===== src/hw/rtl/ows_pkg.sv =====
// ---------------------------------------------------------------------------
// ows_pkg
// Shared types, codes and helpers for the 1-Wire ROM search unit.
// ---------------------------------------------------------------------------
`default_nettype none

package ows_pkg;

   typedef enum logic [1:0] {
      FN_FIRST   = 2'd0,
      FN_NEXT    = 2'd1,
      FN_RESET   = 2'd2,
      FN_TRIPLET = 2'd3
   } func_type;

   typedef enum logic [1:0] {
      ACT_BUS_RESET = 2'd0,
      ACT_COMMAND   = 2'd1,
      ACT_TRIPLET   = 2'd2,
      ACT_DONE      = 2'd3
   } action_type;

   typedef enum logic [1:0] {
      PH_IDLE   = 2'd0,
      PH_RESET  = 2'd1,
      PH_SEARCH = 2'd2
   } phase_type;

   localparam logic [7:0] SEARCH_ROM_CMD = 8'hF0;
   // reflected form of x^8 + x^5 + x^4 + 1
   localparam logic [7:0] CRC_POLY       = 8'h8C;
   localparam logic [6:0] FAMILY_LIMIT   = 7'd9;
   localparam logic [6:0] END_POSITION   = 7'd65;

   localparam int RSP_DEPTH   = 4;
   localparam int RSP_PTR_W   = $clog2(RSP_DEPTH);
   localparam int RSP_COUNT_W = $clog2(RSP_DEPTH + 1);

   typedef struct packed {
      func_type func;
      logic     reset_ok;
      logic     id_bit;
      logic     complement_bit;
      logic     taken_dir;
   } req_item_type;

   typedef struct packed {
      action_type  action;
      logic        direction;
      logic [7:0]  command_byte;
      logic        found;
      logic [63:0] rom_id;
      logic        is_last_device;
      logic [3:0]  family_discrepancy;
      logic        last;
   } rsp_item_type;

   // up to two result transactions produced by one request
   typedef struct packed {
      logic [1:0]   count;
      rsp_item_type first;
      rsp_item_type second;
   } rsp_pair_type;

   // Dallas CRC-8 of one byte, bit at a time
   function automatic logic [7:0] crc8_byte(input logic [7:0] crc, input logic [7:0] data);
      logic [7:0] x;
      x = crc ^ data;
      for (int i = 0; i < 8; i++) begin
         if (x[0]) begin
            x = (x >> 1) ^ CRC_POLY;
         end else begin
            x = x >> 1;
         end
      end
      return x;
   endfunction

endpackage

`default_nettype wire


===== src/hw/rtl/ows_core.sv =====
// ---------------------------------------------------------------------------
// ows_core
// Search state and the per-transaction update: direction choice, ROM bit
// capture, byte CRC and end-of-pass decision.
// ---------------------------------------------------------------------------
`default_nettype none

module ows_core (
   input  wire logic                  clock,
   input  wire logic                  reset,
   input  wire logic                  fire,
   input  wire ows_pkg::req_item_type item,
   output ows_pkg::rsp_pair_type      results
);
   import ows_pkg::*;

   logic [6:0]  last_disc_ff,   last_disc_in;
   logic [3:0]  last_fam_ff,    last_fam_in;
   logic        last_dev_ff,    last_dev_in;
   logic [63:0] rom_ff,         rom_in;
   logic [6:0]  bit_pos_ff,     bit_pos_in;
   logic [6:0]  last_zero_ff,   last_zero_in;
   logic [7:0]  crc_ff,         crc_in;
   phase_type   phase_ff,       phase_in;

   logic        fail;
   logic        success;
   logic        want_trip;
   logic        trip_dir;
   logic [5:0]  idx;

   function automatic logic pick_dir(input logic [6:0] n, input logic [6:0] ld,
                                     input logic [63:0] rom);
      logic [5:0] bit_idx;
      bit_idx = n[5:0] - 6'd1;
      if (n < ld) begin
         return rom[bit_idx];
      end
      return (n == ld);
   endfunction

   always_comb begin
      last_disc_in = last_disc_ff;
      last_fam_in  = last_fam_ff;
      last_dev_in  = last_dev_ff;
      rom_in       = rom_ff;
      bit_pos_in   = bit_pos_ff;
      last_zero_in = last_zero_ff;
      crc_in       = crc_ff;
      phase_in     = phase_ff;
      fail         = 1'b0;
      success      = 1'b0;
      want_trip    = 1'b0;
      trip_dir     = 1'b0;
      idx          = bit_pos_ff[5:0] - 6'd1;
      results      = '0;

      case (item.func)
         FN_FIRST, FN_NEXT: begin
            if (item.func == FN_FIRST) begin
               last_disc_in = '0;
               last_dev_in  = 1'b0;
               last_fam_in  = '0;
            end
            bit_pos_in   = 7'd1;
            last_zero_in = '0;
            crc_in       = '0;
            if (last_dev_in) begin
               fail = 1'b1;
            end else begin
               phase_in                     = PH_RESET;
               results.count                = 2'd1;
               results.first.action         = ACT_BUS_RESET;
               results.first.last           = 1'b1;
            end
         end
         FN_RESET: begin
            if (phase_ff == PH_RESET) begin
               if (!item.reset_ok) begin
                  fail = 1'b1;
               end else begin
                  phase_in                   = PH_SEARCH;
                  results.count              = 2'd2;
                  results.first.action       = ACT_COMMAND;
                  results.first.command_byte = SEARCH_ROM_CMD;
                  results.second.action      = ACT_TRIPLET;
                  results.second.direction   = pick_dir(bit_pos_ff, last_disc_ff, rom_ff);
                  results.second.last        = 1'b1;
               end
            end
         end
         FN_TRIPLET: begin
            if (phase_ff == PH_SEARCH) begin
               if (item.id_bit && item.complement_bit) begin
                  fail = 1'b1;
               end else begin
                  if (!item.id_bit && !item.complement_bit && !item.taken_dir) begin
                     last_zero_in = bit_pos_ff;
                     if (bit_pos_ff < FAMILY_LIMIT) begin
                        last_fam_in = bit_pos_ff[3:0];
                     end
                  end
                  rom_in[idx] = item.taken_dir;
                  if (bit_pos_ff[2:0] == 3'd0) begin
                     crc_in = crc8_byte(crc_ff, rom_in[idx[5:3]*8 +: 8]);
                  end
                  bit_pos_in = bit_pos_ff + 7'd1;
                  if (bit_pos_in >= END_POSITION) begin
                     if (crc_in == 8'd0) begin
                        last_disc_in = last_zero_in;
                        if (last_zero_in == 7'd0) begin
                           last_dev_in = 1'b1;
                        end
                     end
                     if (crc_in != 8'd0 || rom_in[7:0] == 8'd0) begin
                        fail = 1'b1;
                     end else begin
                        success = 1'b1;
                     end
                  end else begin
                     want_trip = 1'b1;
                     trip_dir  = pick_dir(bit_pos_in, last_disc_ff, rom_in);
                  end
               end
            end
         end
         default: begin
         end
      endcase

      if (fail) begin
         last_disc_in = '0;
         last_dev_in  = 1'b0;
         last_fam_in  = '0;
      end
      if (fail || success) begin
         phase_in                     = PH_IDLE;
         results.count                = 2'd1;
         results.first.action         = ACT_DONE;
         results.first.found          = success;
         results.first.rom_id         = success ? rom_in : 64'd0;
         results.first.is_last_device = success & last_dev_in;
         results.first.last           = 1'b1;
      end
      if (want_trip) begin
         results.count           = 2'd1;
         results.first.action    = ACT_TRIPLET;
         results.first.direction = trip_dir;
         results.first.last      = 1'b1;
      end
      results.first.family_discrepancy  = last_fam_in;
      results.second.family_discrepancy = last_fam_in;
   end

   always_ff @(posedge clock) begin
      if (reset) begin
         last_disc_ff <= '0;
         last_fam_ff  <= '0;
         last_dev_ff  <= 1'b0;
         rom_ff       <= '0;
         bit_pos_ff   <= 7'd1;
         last_zero_ff <= '0;
         crc_ff       <= '0;
         phase_ff     <= PH_IDLE;
      end else if (fire) begin
         last_disc_ff <= last_disc_in;
         last_fam_ff  <= last_fam_in;
         last_dev_ff  <= last_dev_in;
         rom_ff       <= rom_in;
         bit_pos_ff   <= bit_pos_in;
         last_zero_ff <= last_zero_in;
         crc_ff       <= crc_in;
         phase_ff     <= phase_in;
      end
   end

endmodule

`default_nettype wire


===== src/hw/rtl/ows_rsp_fifo.sv =====
// ---------------------------------------------------------------------------
// ows_rsp_fifo
// Small result queue: takes up to two results a cycle, hands out one when out_ready is high.
// ---------------------------------------------------------------------------
`default_nettype none

module ows_rsp_fifo (
   input  wire logic                  clock,
   input  wire logic                  reset,
   input  wire logic                  push,
   input  wire ows_pkg::rsp_pair_type pair,
   output logic                       room,
   output logic                       out_valid,
   input  wire logic                  out_ready,
   output ows_pkg::rsp_item_type      out_item
);
   import ows_pkg::*;

   rsp_item_type               mem_ff [RSP_DEPTH];
   logic [RSP_PTR_W-1:0]       wr_ptr_ff,  wr_ptr_in;
   logic [RSP_PTR_W-1:0]       rd_ptr_ff,  rd_ptr_in;
   logic [RSP_COUNT_W-1:0]     count_ff,   count_in;
   logic [1:0]                 n_push;
   logic                       pop;

   assign n_push    = push ? pair.count : 2'd0;
   assign out_valid = (count_ff != '0);
   assign out_item  = mem_ff[rd_ptr_ff];
   assign pop       = out_valid && out_ready;
   assign room      = (count_ff <= RSP_COUNT_W'(RSP_DEPTH - 2));

   assign wr_ptr_in = wr_ptr_ff + RSP_PTR_W'(n_push);
   assign rd_ptr_in = rd_ptr_ff + RSP_PTR_W'(pop);
   assign count_in  = count_ff + RSP_COUNT_W'(n_push) - RSP_COUNT_W'(pop);

   always_ff @(posedge clock) begin
      if (n_push != 2'd0) begin
         mem_ff[wr_ptr_ff] <= pair.first;
      end
      if (n_push == 2'd2) begin
         mem_ff[wr_ptr_ff + RSP_PTR_W'(1)] <= pair.second;
      end
   end

   always_ff @(posedge clock) begin
      if (reset) begin
         wr_ptr_ff <= '0;
         rd_ptr_ff <= '0;
         count_ff  <= '0;
      end else begin
         wr_ptr_ff <= wr_ptr_in;
         rd_ptr_ff <= rd_ptr_in;
         count_ff  <= count_in;
      end
   end

endmodule

`default_nettype wire


===== src/hw/rtl/one_wire_rom_search_unit.sv =====
// ---------------------------------------------------------------------------
// one_wire_rom_search_unit
// 1-Wire ROM enumeration engine: start, reset and triplet transactions in,
// bus actions and search results out.
// ---------------------------------------------------------------------------
// Accepts one request transaction per cycle while the result queue has
// room. A request is captured in an input register and processed from
// there against the search state; its results (one, or two for a good
// reset outcome) enter a four-entry result queue that feeds the rsp_
// channel. Processing waits only while the queue has fewer than two free
// entries. The rsp_ channel hands out one result per cycle, so with
// rsp_tready held high requests flow every cycle as long as results do not
// outrun it; the extra result of a good reset outcome is soaked up by the
// queue, and a normal search pass runs without a stall. Out-of-order reset
// or triplet outcomes produce no result.
`default_nettype none

module one_wire_rom_search_unit (
   input  wire logic        clock,
   input  wire logic        reset,
   input  wire logic        req_tvalid,
   output logic             req_tready,
   // [0] reset_ok, [1] id_bit, [2] complement_bit, [3] taken_dir, [7:4] zero
   input  wire logic [7:0]  req_tdata,
   // [1:0] func
   input  wire logic [1:0]  req_tuser,
   output logic             rsp_tvalid,
   input  wire logic        rsp_tready,
   // [0] direction, [8:1] command_byte, [9] found, [73:10] rom_id,
   // [74] is_last_device, [78:75] family_discrepancy, [79] zero
   output logic [79:0]      rsp_tdata,
   // [1:0] action
   output logic [1:0]       rsp_tuser,
   output logic             rsp_tlast
);
   import ows_pkg::*;

   logic          in_vld_ff;
   req_item_type  in_item_ff;
   logic          fire;
   logic          room;
   rsp_pair_type  results;
   rsp_item_type  out_item;

   assign fire       = in_vld_ff && room;
   assign req_tready = !in_vld_ff || fire;

   always_ff @(posedge clock) begin
      if (reset) begin
         in_vld_ff <= 1'b0;
      end else if (req_tready) begin
         in_vld_ff <= req_tvalid;
      end
   end

   always_ff @(posedge clock) begin
      if (req_tvalid && req_tready) begin
         in_item_ff.func           <= func_type'(req_tuser);
         in_item_ff.reset_ok       <= req_tdata[0];
         in_item_ff.id_bit         <= req_tdata[1];
         in_item_ff.complement_bit <= req_tdata[2];
         in_item_ff.taken_dir      <= req_tdata[3];
      end
   end

   ows_core u_core (
      .clock   (clock),
      .reset   (reset),
      .fire    (fire),
      .item    (in_item_ff),
      .results (results)
   );

   ows_rsp_fifo u_rsp_fifo (
      .clock     (clock),
      .reset     (reset),
      .push      (fire),
      .pair      (results),
      .room      (room),
      .out_valid (rsp_tvalid),
      .out_ready (rsp_tready),
      .out_item  (out_item)
   );

   assign rsp_tdata = {1'b0,
                       out_item.family_discrepancy,
                       out_item.is_last_device,
                       out_item.rom_id,
                       out_item.found,
                       out_item.command_byte,
                       out_item.direction};
   assign rsp_tuser = out_item.action;
   assign rsp_tlast = out_item.last;

endmodule

`default_nettype wire


===== config.mk =====
export PLATFORM = sky130hd
export DESIGN_NAME = one_wire_rom_search_unit
export DESIGN_NICKNAME = d
export VERILOG_FILES = /design/src/hw/rtl/ows_pkg.sv /design/src/hw/rtl/ows_core.sv /design/src/hw/rtl/ows_rsp_fifo.sv /design/src/hw/rtl/one_wire_rom_search_unit.sv
export SDC_FILE = /design/constraint.sdc
export NUM_CORES = 1
export LEC_CHECK = 0
export BUFFER_PORTS_ARGS = -buffer_cell sky130_fd_sc_hd__buf_4
export CORE_MARGIN = 2
export CORE_UTILIZATION = 60
export CTS_CLUSTER_DIAMETER = 100
export DETAILED_ROUTE_END_ITERATION = 8
export PLACE_DENSITY = 0.74
export SLEW_MARGIN = 20
export SYNTH_ARGS = -nofsm -noshare
export SYNTH_HDL_FRONTEND = slang
export SYNTH_SLANG_ARGS = --single-unit

===== constraint.sdc =====
create_clock -name clock -period 8.2 [get_ports clock]
set_clock_uncertainty 0.15 [all_clocks]
set_input_delay 1.23 -clock clock [delete_from_list [all_inputs] [get_ports clock]]
set_output_delay 1.23 -clock clock [all_outputs]
set_load 0.01 [all_outputs]

# Word-level counts from Yosys, hierarchy flattened
# Memories as Yosys holds them, arrays and structs flattened. A register that Yosys moved wholly into a read port is not among the register bits.
# Index checks and enable logic that the tools add are counted.
[totals]
reg_bits = 114
ram_bits = 328
in_bits = 14
out_inout_bits = 85
wordCells = 244
memories = 1
[op_classes]
n_addsub = 8
magnitude_cmp = 8
eq_ne = 18
shifts = 1
muxes = 152
bitwise = 10
reduce_logical = 29
[mem_list]
columns = ["memory", "depth", "word_bits", "rd", "rd_clocked_by_memory_dff", "write_ports", "line", "source"]
rows = [
  ["u_rsp_fifo.mem_ff", 4, 82, 1, 1, 2, "ows_rsp_fifo.sv:19", "rsp_item_type mem_ff [RSP_DEPTH];"],
]
[ops]
columns = ["op", "count"]
rows = [
  ["$mux 8", 45],
  ["$mux 64", 4],
  ["$mux 7", 14],
  ["$mux 66", 1],
  ["$bwmux 64", 1],
  ["$shiftx 64x7->8", 1],
  ["$mux 1", 55],
  ["$pmux 7 s2", 3],
  ["$mux 4", 9],
  ["$not 2->3", 8],
  ["$logic_not 8->1", 2],
  ["$pmux 4 s2", 2],
  ["$pmux 8 s2", 1],
  ["$ne 3x1->1 const B", 5],
  ["$eq 7x7->1", 2],
  ["$lt 6x7->1 const B", 2],
  ["$lt 7x7->1", 2],
  ["$bmux 1 s6", 2],
  ["$mux 2", 6],
  ["$mux 3", 4],
  ["$sub 6x1->6 const B", 2],
  ["$reduce_bool 3->1", 3],
  ["$eq 2x2->1 const B", 4],
  ["$reduce_bool 8->1", 1],
  ["other kinds (33)", 47],
]

# Logic depth before layout (Yosys ltp)
# Gate-level depths: netlist (run 1).
[logic_depth]
word_depth = 70
depth_mapped = 28

# Modules after synthesis
# Synthesis (run 1) repeated with hierarchy kept, for this count alone.
[hier_totals]
hier_cells = 2192
area_unflattened_um2 = 26471.6
[by_module_without_submodules]
columns = ["mod", "instances", "cells_each", "area_each_um2"]
rows = [
  ["ows_rsp_fifo", 1, 847, 16555.9],
  ["ows_core", 1, 1331, 9661.8],
  ["one_wire_rom_search_unit", 1, 14, 254.0],
]

# Worst setup path before layout (run 1)
# OpenSTA, ideal clock, no wires.
[synth_timing]
path_kind = "reg2reg"
startpoint = "register u_core.bit_pos_ff[0]"
endpoint = "register u_rsp_fifo.count_ff[2]"
setup_ns = 0.128
arrival_time_ns = 6.641
required_ns = 7.922
path_slack_ns = 1.281
stages_incl_launch_ff = 27
n_path_buf = 5
synth_period_minus_slack_ns = 6.919
cell_sequence = "dfxtp_1 clkbuf_1 buf_2 buf_1 inv_1 ha_1 clkbuf_1 nand2b_1 nor3_2 a21oi_1 a221o_1 a2111oi_0 xnor2_1 xor3_1 or4_1 o311a_1 or4_1 buf_4 o41ai_4 nor2_1 nor2_1 ha_1 inv_1 fa_1 xnor2_1 xnor2_1 nor2_1"
[synth_via]
elab_chain_cells = 64
elab_cells_between_ends = 83
cone_classes = "4 x add/sub; 3 x order compare; 1 x shift; 60 x mux; 9 x bitwise; 6 x reduce/logical"
[synth_rtl]
columns = ["item", "line", "source"]
rows = [
  ["start: declaration", "ows_core.sv:21", "logic [6:0] bit_pos_ff, bit_pos_in;"],
  ["start signal: assignment", "ows_core.sv:170", "bit_pos_ff <= bit_pos_in;"],
  ["$sub 6x1->6", "ows_core.sv:55", "idx = bit_pos_ff[5:0] - 6'd1;"],
  ["$lt 6x7->1 (not written as such) or $ge 6x1->1 (tied branches)", "ows_core.sv:103", "rom_in[idx] = item.taken_dir;"],
  ["$logic_and 1x1->1 (not written as such)", "ows_core.sv:103", ""],
  ["$mux 1 (not written as such)", "ows_core.sv:103", ""],
  ["$demux 1 s6", "--", ""],
  ["$bwmux 64", "ows_core.sv:103", ""],
  ["$shiftx 64x7->8", "ows_core.sv:105", "crc_in = crc8_byte(crc_ff, rom_in[idx[5:3]*8 +: 8]);"],
  ["$xor 8x8->8", "ows_pkg.sv:68", "x = crc ^ data;"],
  ["[... 48 more ...]", "--", ""],
  ["$mux 1", "ows_core.sv:93", "if (phase_ff == PH_SEARCH) begin"],
  ["$pmux 1 s3 or $mux 1 (tied branches)", "ows_core.sv:58", "case (item.func)"],
  ["$logic_or 1x1->1", "ows_core.sv:136", "if (fail || success) begin"],
  ["$mux 4", "ows_core.sv:136", ""],
  ["$mux 5 (*)", "ows_core.sv:145", "if (want_trip) begin"],
  ["$mux 2 (*)", "ows_rsp_fifo.sv:26", "assign n_push = push ? pair.count : 2'd0;"],
  ["$add 3x2->3 (*)", "ows_rsp_fifo.sv:34", "assign count_in = count_ff + RSP_COUNT_W'(n_push) - RSP_COUNT_W'(pop);"],
  ["$sub 3x1->3 (*)", "ows_rsp_fifo.sv:34", ""],
  ["end signal: assignment", "ows_rsp_fifo.sv:53", "count_ff <= count_in;"],
  ["end: declaration", "ows_rsp_fifo.sv:22", "logic [RSP_COUNT_W-1:0] count_ff, count_in;"],
]
# Every way passes the cells marked *; elsewhere a longest branch is shown, timed or not. The select of a mux whose other input is x is not followed.
# A chain may end at the register's enable or synchronous reset.

# Final worst setup path (run 1)
# Ends and elaborated chain as after synthesis.

==> results of run 1 <==
-- worst max-delay path by stage --
stage               cells after the start  slack (ps)                                    end                         startpoint
finish                                 23        1100      u_rsp_fifo.count_ff[2]$_SDFF_PP0_  u_core.bit_pos_ff[0]$_SDFFE_PP1P_
global route                           23         800      u_rsp_fifo.count_ff[2]$_SDFF_PP0_  u_core.bit_pos_ff[0]$_SDFFE_PP1P_
CTS                                    23        1230      u_rsp_fifo.count_ff[2]$_SDFF_PP0_  u_core.bit_pos_ff[0]$_SDFFE_PP1P_
detailed placement                     23        1250      u_rsp_fifo.count_ff[2]$_SDFF_PP0_  u_core.bit_pos_ff[0]$_SDFFE_PP1P_
global placement                       18        1410  u_rsp_fifo.mem_ff[0][26]$_SDFFE_PP0P_  u_core.bit_pos_ff[0]$_SDFFE_PP1P_
floorplan                              26        1280      u_rsp_fifo.count_ff[2]$_SDFF_PP0_  u_core.bit_pos_ff[0]$_SDFFE_PP1P_
-- power by group through the flow --
stage                     Combinational (mW)  Clock [mW]  Sequential, mW
after floorplan                        0.527           0            2.20
after global placement                 0.662           0            2.28
after detailed placement               0.670           0            2.29
after CTS                              0.674        1.99            2.24
after global routing                   0.725        2.06            2.26
final                                  0.671        1.97            2.24
-- synthesized netlist by cell type (13+ instances only) --
library cell / instances
nand2_1: 145
buf_2: 24
mux4_2: 95
a21oi_1: 65
buf_4: 16
a32o_1: 65
dfxtp_1: 380
a22oi_1: 21
inv_1: 199
xnor2_1: 26
nand3_1: 26
clkbuf_1: 114
o2bb2ai_1: 65
a211oi_1: 74
nor2_1: 186
o32ai_1: 130
nor3_1: 20
buf_1: 25
o21ai_0: 52
mux2_2: 16
ha_1: 22
o22ai_1: 29
a31oi_1: 13
mux2i_1: 67
edfxtp_1: 34
-- logic make-up (layout without fill, tap and decap cells) --
| kind of cell | count (synthesis) | count (layout) | share of synthesized area (%) |
|---|---|---|---|
| AOI/OAI and AO/OA | 612 | 612 | 23.0 |
| xor gates and xnor gates | 40 | 40 | 1.94 |
| adders and majority gates | 23 | 23 | 1.41 |
| buffers and inverters | 388 | 427 | 7.71 |
| DFF | 414 | 414 | 41.2 |
| muxes | 178 | 178 | 14.3 |
| other | 1 | 5 | 0.0179 |
| and+or+nand+nor | 476 | 476 | 10.4 |
-- layer usage --
layer	global-route usage, %	vias up
li1	-	8024
met1	46.6	8902
met2	58.4	899
met3	6.24	154
met4	14.8	0
met5	0	-
-- cell type report --
class,count,area [µm²]
Sequential cell,414,8640
Timing Repair Buffer,151,1200
Inverter,200,751
Fill cell,2752,11100
Clock inverter,16,180
Tap cell,455,569
Multi-Input combinational cell,1334,10800
Clock buffer,60,1240
-- registers in the layout, summed over array words and instances, names as in the netlist --
signal                cells
u_rsp_fifo.mem_ff       300
u_core.rom_ff            64
u_core.crc_ff             8
u_core.bit_pos_ff         7
u_core.last_disc_ff       7
u_core.last_zero_ff       7
in_item_ff                6
u_core.last_fam_ff        4
u_rsp_fifo.count_ff       3
u_core.phase_ff           2
u_rsp_fifo.rd_ptr_ff      2
u_rsp_fifo.wr_ptr_ff      2
in_vld_ff                 1
u_core.last_dev_ff        1
-- through the flow --
step                hold slack (ps)  power [mW]  util, %  cell area, µm²
floorplan                       275        2.73        -           20900
global placement                287        2.94     63.7           21900
detailed placement              291        2.96     63.7           21900
CTS                             300        4.91     67.8           23400
global route                    322        5.04     67.8           23400
finish                          295        4.88     67.8           23400
-- worst min-delay path: cells and delay by family (launching register included) --
kind	cells	cell delay [ps]
AOI/OAI and AO/OA	1	50
DFF	1	310
and+or+nand+nor	1	50
==> results.sh, run 1 <==
export IMPL_syn_inst=2132
export IMPL_io_buffer_count=89
export IMPL_tightestPinTransition_ps=1070
export IMPL_cts_setup_buffers=0
export IMPL_slew_violations=0
export IMPL_clock_root_buffer="clkbuf_16"
export IMPL_synth_area_mm2=0.0209
export IMPL_gp_congestion=1.04
export IMPL_initial_core_util_pct=60.7
export IMPL_irDropWorstVdd_mv=0.288
export IMPL_max_stage_delay_ps=780
export IMPL_rsz0062_at_grt="no"
export IMPL_ys_types=91
export IMPL_ctsResizeCount=0
export IMPL_finalNetCount=2181
export IMPL_antenna_cells=0
export IMPL_drt_wl_total_um=65000
export IMPL_die_area_mm2=0.0364
export IMPL_leakage_nw=9.52
export IMPL_seqPwrFrac_pct=45.9
export IMPL_clk_pin_slew_ps=60
export IMPL_final_cells=2630
export IMPL_synth_avg_cell_area_um2=9.82
export IMPL_yosys_top_cells_area="dfxtp_1 (36%), mux4_2 (10%), o32ai_1 (5.4%)"
export IMPL_cts_tree="built"
export IMPL_first_pass_iters=6
export IMPL_clock_sinks=414
export IMPL_wl_met1_um=25900
export IMPL_synth_edf_count=34
export IMPL_p_switching_mw=1.24
export IMPL_min_delay_path_depth=2
export IMPL_ys_ff_latch=414
export IMPL_drive_gt1_share_pct=17.1
export IMPL_status="completed"
export IMPL_cts_hold_buf=0
export IMPL_final_common_cell="dfxtp_1"
export IMPL_end_kind="flip-flop"
export IMPL_post_route_period_util_pct=86.6
export IMPL_critPathKind="reg -> reg"
export IMPL_clock_path_buffers=3
export IMPL_fin_tns_setup_ps=0
export IMPL_period_minus_slack_ps=7100
export IMPL_crit_required_ps=8480
export IMPL_yosys_area_top_type_share_pct=36.3
export IMPL_worst_r2r_endpoint="u_rsp_fifo.count_ff[2]$_SDFF_PP0_"
export IMPL_cts_max_level=2
export IMPL_viasPerCell=6.84
export IMPL_met3WireLength_um=5730
export IMPL_hp_class="reg -> reg"
export IMPL_drv_cap=0
export IMPL_placed_cells=2554
export IMPL_crit_buf_inv=4
export IMPL_cpMaxStageDelayCell="or4_1"
export IMPL_crit_fanout=14
export IMPL_ios=99
export IMPL_drt_iter0_drc=1923
export IMPL_synth_ff_type="dfxtp_1"
export IMPL_async_flop_share_pct=0
export IMPL_crit_family="compound AO/OA/AOI/OAI gates"
export IMPL_ys_warn_count=0
export IMPL_grt_pass1_vias=17600
export IMPL_dr_total_vias=18000
export IMPL_hold_violations=0
export IMPL_clockPowerShare_pct=40.3
export IMPL_slew_headroom_pct=28.6
export IMPL_r2r_start="u_core.bit_pos_ff[0]$_SDFFE_PP1P_"
export IMPL_clk_latency_ps=580
export IMPL_grt_overflow=0
export IMPL_powerDensity_mw_per_mm2=209
export IMPL_die_x_um=191
export IMPL_arrival_ps=7380
export IMPL_p_comb_share_pct=13.8
export IMPL_syn_to_final_growth_pct=11.6
export IMPL_preCtsSetupSlack_ps=1250
export IMPL_grt_pass1_wl_um=101000
export IMPL_setup_viol=0
export IMPL_mostFrequentLayoutCells="dfxtp_1 (377), inv_1 (199), nor2_1 (183), buf_4 (146), nand2_1 (141)"
export IMPL_start_kind="flip-flop"
export IMPL_holdPathEnd="u_rsp_fifo.mem_ff[3][70]$_SDFFE_PP0N_"
export IMPL_hold_start="u_rsp_fifo.mem_ff[3][70]$_SDFFE_PP0N_"
export IMPL_numCtsBuffers=43
export IMPL_dp_hpwl_um=41600
export IMPL_worstPathCellList="inv_1 > ha_1 > xnor2_1 > buf_4 > nand2_1 > buf_4 > a21oi_1 > a221o_1 > a2111oi_0 > xnor2_1 > xor3_1 > or4_1 > o311a_1 > or4_1 > o41ai_4 > nor2_1 > nor2_1 > ha_1 > inv_1 > fa_1 > xnor2_1 > xnor2_1 > nor2_1"
export IMPL_p_int_mw=3.64
export IMPL_cp_common_cell="xnor2_1"
export IMPL_fmax_ghz=0.141
export IMPL_yosysTopAreaCell="dfxtp_1"
export IMPL_grt_max_degree=74
export IMPL_wl_met2_um=31000
export IMPL_yosysSeqAreaShare_pct=41.2
export IMPL_r2r_slack_ps=1100
export IMPL_core_area_mm2=0.0345
export IMPL_drtAntennaViolNets=0
export IMPL_top_layer="met4"
export IMPL_core_rowCount=68
export IMPL_die_y_um=191
export IMPL_drc_errors=0
export IMPL_reg2regPathDepth=23
export IMPL_worst_slack_ps=1100
export IMPL_antenna_found_initial=0
export IMPL_switching_share_pct=25.4
export IMPL_grt_usage_pct=35.6
export IMPL_avgRoutedWirePerCell_um=24.7
Power figures use the tool's default switching activity.
==> inputs of run 2 (changes only) <==
--- a/config.mk
+++ b/config.mk
@@ -11,6 +11,7 @@
 export CTS_CLUSTER_DIAMETER = 100
 export DETAILED_ROUTE_END_ITERATION = 8
 export PLACE_DENSITY = 0.74
+export RECOVER_POWER = 50
 export SLEW_MARGIN = 20
 export SYNTH_ARGS = -nofsm -noshare
 export SYNTH_HDL_FRONTEND = slang
==> results.sh, run 2 (same netlist as run 1, synthesis figures left out) <==
export IMPL_status="complete, but fails checks"
export IMPL_violations="max-capacitance violations, max-slew violations"
export IMPL_arrival_ps=7810
export IMPL_syn_to_final_growth_pct=9.81
export IMPL_end_kind="flip-flop"
export IMPL_dr_total_vias=18000
export IMPL_hp_class="reg -> reg"
export IMPL_reg_largest_list="u_rsp_fifo.mem_ff: 300 flops, u_core.rom_ff: 64 flops, u_core.crc_ff: 8 flops"
export IMPL_start_kind="flip-flop"
export IMPL_powerDensity_mw_per_mm2=210
export IMPL_cts_max_level=2
export IMPL_slew_headroom_pct=-106
export IMPL_mostFrequentLayoutCells="dfxtp_1 (379), inv_1 (199), nor2_1 (183), nand2_1 (141), o32ai_1 (130)"
export IMPL_post_route_period_util_pct=91.4
export IMPL_drv_cap=5
export IMPL_ios=99
export IMPL_cts_setup_buffers=0
export IMPL_r2r_slack_ps=710
export IMPL_core_area_mm2=0.0345
export IMPL_min_delay_path_depth=2
export IMPL_largest_register="u_rsp_fifo.mem_ff"
export IMPL_clk_pin_slew_ps=60
export IMPL_drt_iter0_drc=1917
export IMPL_period_minus_slack_ps=7490
export IMPL_design_area_mm2=0.0230
export IMPL_first_pass_iters=7
export IMPL_hold_violations=0
export IMPL_clock_sinks=414
export IMPL_viasPerCell=6.83
export IMPL_worst_r2r_endpoint="u_rsp_fifo.mem_ff[2][39]$_SDFFE_PP0N_"
export IMPL_final_common_cell="dfxtp_1"
export IMPL_rsz0062_at_grt="no"
export IMPL_p_total_mw=4.82
export IMPL_grt_pass1_vias=17600
export IMPL_gp_congestion=1.04
export IMPL_fin_tns_setup_ps=0
export IMPL_core_rowCount=68
export IMPL_ctsResizeCount=0
export IMPL_drc_errors=0
export IMPL_cts_tree="built"
export IMPL_holdPathEnd="u_rsp_fifo.mem_ff[3][70]$_SDFFE_PP0N_"
export IMPL_crit_fanout=66
export IMPL_die_y_um=191
export IMPL_die_x_um=191
export IMPL_clock_root_buffer="clkbuf_16"
export IMPL_r2r_start="u_core.bit_pos_ff[0]$_SDFFE_PP1P_"
export IMPL_antenna_found_initial=0
export IMPL_grt_usage_pct=35.6
export IMPL_irDropWorstVdd_mv=0.255
export IMPL_slew_violations=287
export IMPL_largest_reg_flops=300
export IMPL_grt_overflow=0
export IMPL_grt_max_degree=74
export IMPL_cts_hold_buf=0
export IMPL_avgRoutedWirePerCell_um=24.7
export IMPL_setup_viol=0
export IMPL_tightestPinTransition_ps=3080
export IMPL_drive_gt1_share_pct=12.9
export IMPL_drt_wl_total_um=64900
export IMPL_clock_path_buffers=3
export IMPL_io_buffer_count=89
export IMPL_antenna_cells=0
export IMPL_crit_required_ps=8520
export IMPL_clk_latency_ps=580
export IMPL_grt_pass1_wl_um=101000
export IMPL_dp_hpwl_um=41600
export IMPL_fmax_ghz=0.133
export IMPL_numCtsBuffers=43
export IMPL_initial_core_util_pct=60.7
export IMPL_reg2regPathDepth=18
export IMPL_postPlaceCellArea_mm2=0.0219
export IMPL_hold_start="u_rsp_fifo.mem_ff[3][70]$_SDFFE_PP0N_"
export IMPL_critPathKind="reg -> reg"
export IMPL_leakage_nw=9.16
export IMPL_die_area_mm2=0.0364
export IMPL_finalNetCount=2181
export IMPL_drtAntennaViolNets=0
==> run 2: worst max-delay path, stage by stage (launching register included) <==
cell and delay, ps:
dfxtp_1 380, inv_1 140, ha_1 480, xnor2_1 360
clkbuf_1 310, nand2_1 140, buf_4 260, a21oi_1 100
a221o_1 350, a2111oi_0 660, xnor2_1 270, xor3_1 350
or4_1 490, o311a_1 140, or4_1 760, o31ai_1 1140
a31oi_4 220, buf_12 290, o32ai_1 350
==> run 2: where the power goes <==
group	switching, mW	internal [mW]
logic	0.311	0.304
clock network	0.815	1.15
registers	0.111	2.13
==> run 2: cell type report <==
cell class                      instances  area [µm²]
Fill cell                            2840       11500
Multi-Input combinational cell       1334       10800
Sequential cell                       414        8630
Clock buffer                           60        1240
Timing Repair Buffer                  151         855
Inverter                              200         751
Tap cell                              455         569
Clock inverter                         16         180
==> run 2: worst max path at each step <==
stage                                 startpoint                                    end  slack [ps]  cells past startpoint
6_report       u_core.bit_pos_ff[0]$_SDFFE_PP1P_  u_rsp_fifo.mem_ff[2][39]$_SDFFE_PP0N_         710                     18
5_1_grt        u_core.bit_pos_ff[0]$_SDFFE_PP1P_  u_rsp_fifo.mem_ff[2][52]$_SDFFE_PP0N_         420                     18
4_1_cts        u_core.bit_pos_ff[0]$_SDFFE_PP1P_      u_rsp_fifo.count_ff[2]$_SDFF_PP0_        1230                     23
3_5_place_dp   u_core.bit_pos_ff[0]$_SDFFE_PP1P_      u_rsp_fifo.count_ff[2]$_SDFF_PP0_        1250                     23
3_3_place_gp   u_core.bit_pos_ff[0]$_SDFFE_PP1P_  u_rsp_fifo.mem_ff[0][26]$_SDFFE_PP0P_        1410                     18
2_1_floorplan  u_core.bit_pos_ff[0]$_SDFFE_PP1P_      u_rsp_fifo.count_ff[2]$_SDFF_PP0_        1280                     26
==> run 2: layer usage <==
layer | global-route usage (%) | wire length, µm | vias to the layer above
met5 | 0 | 0 | -
met4 | 14.8 | 2430 | 0
met2 | 58.4 | 30800 | 952
met3 | 6.24 | 5870 | 168
li1 | - | - | 8021
met1 | 46.6 | 25800 | 8827
==> run 2: metrics by stage <==
| stage | std cells | utilization [%] | worst slack (ps) | hold WS [ps] |
|---|---|---|---|---|
| floorplan | 2136 | - | 1280 | 275 |
| global placement | 2554 | 63.7 | 1410 | 287 |
| detailed placement | 2554 | 63.7 | 1250 | 291 |
| CTS | 2630 | 67.8 | 1230 | 300 |
| global route | 2630 | 66.7 | 420 | 322 |
| finish | 2630 | 66.7 | 706 | 297 |
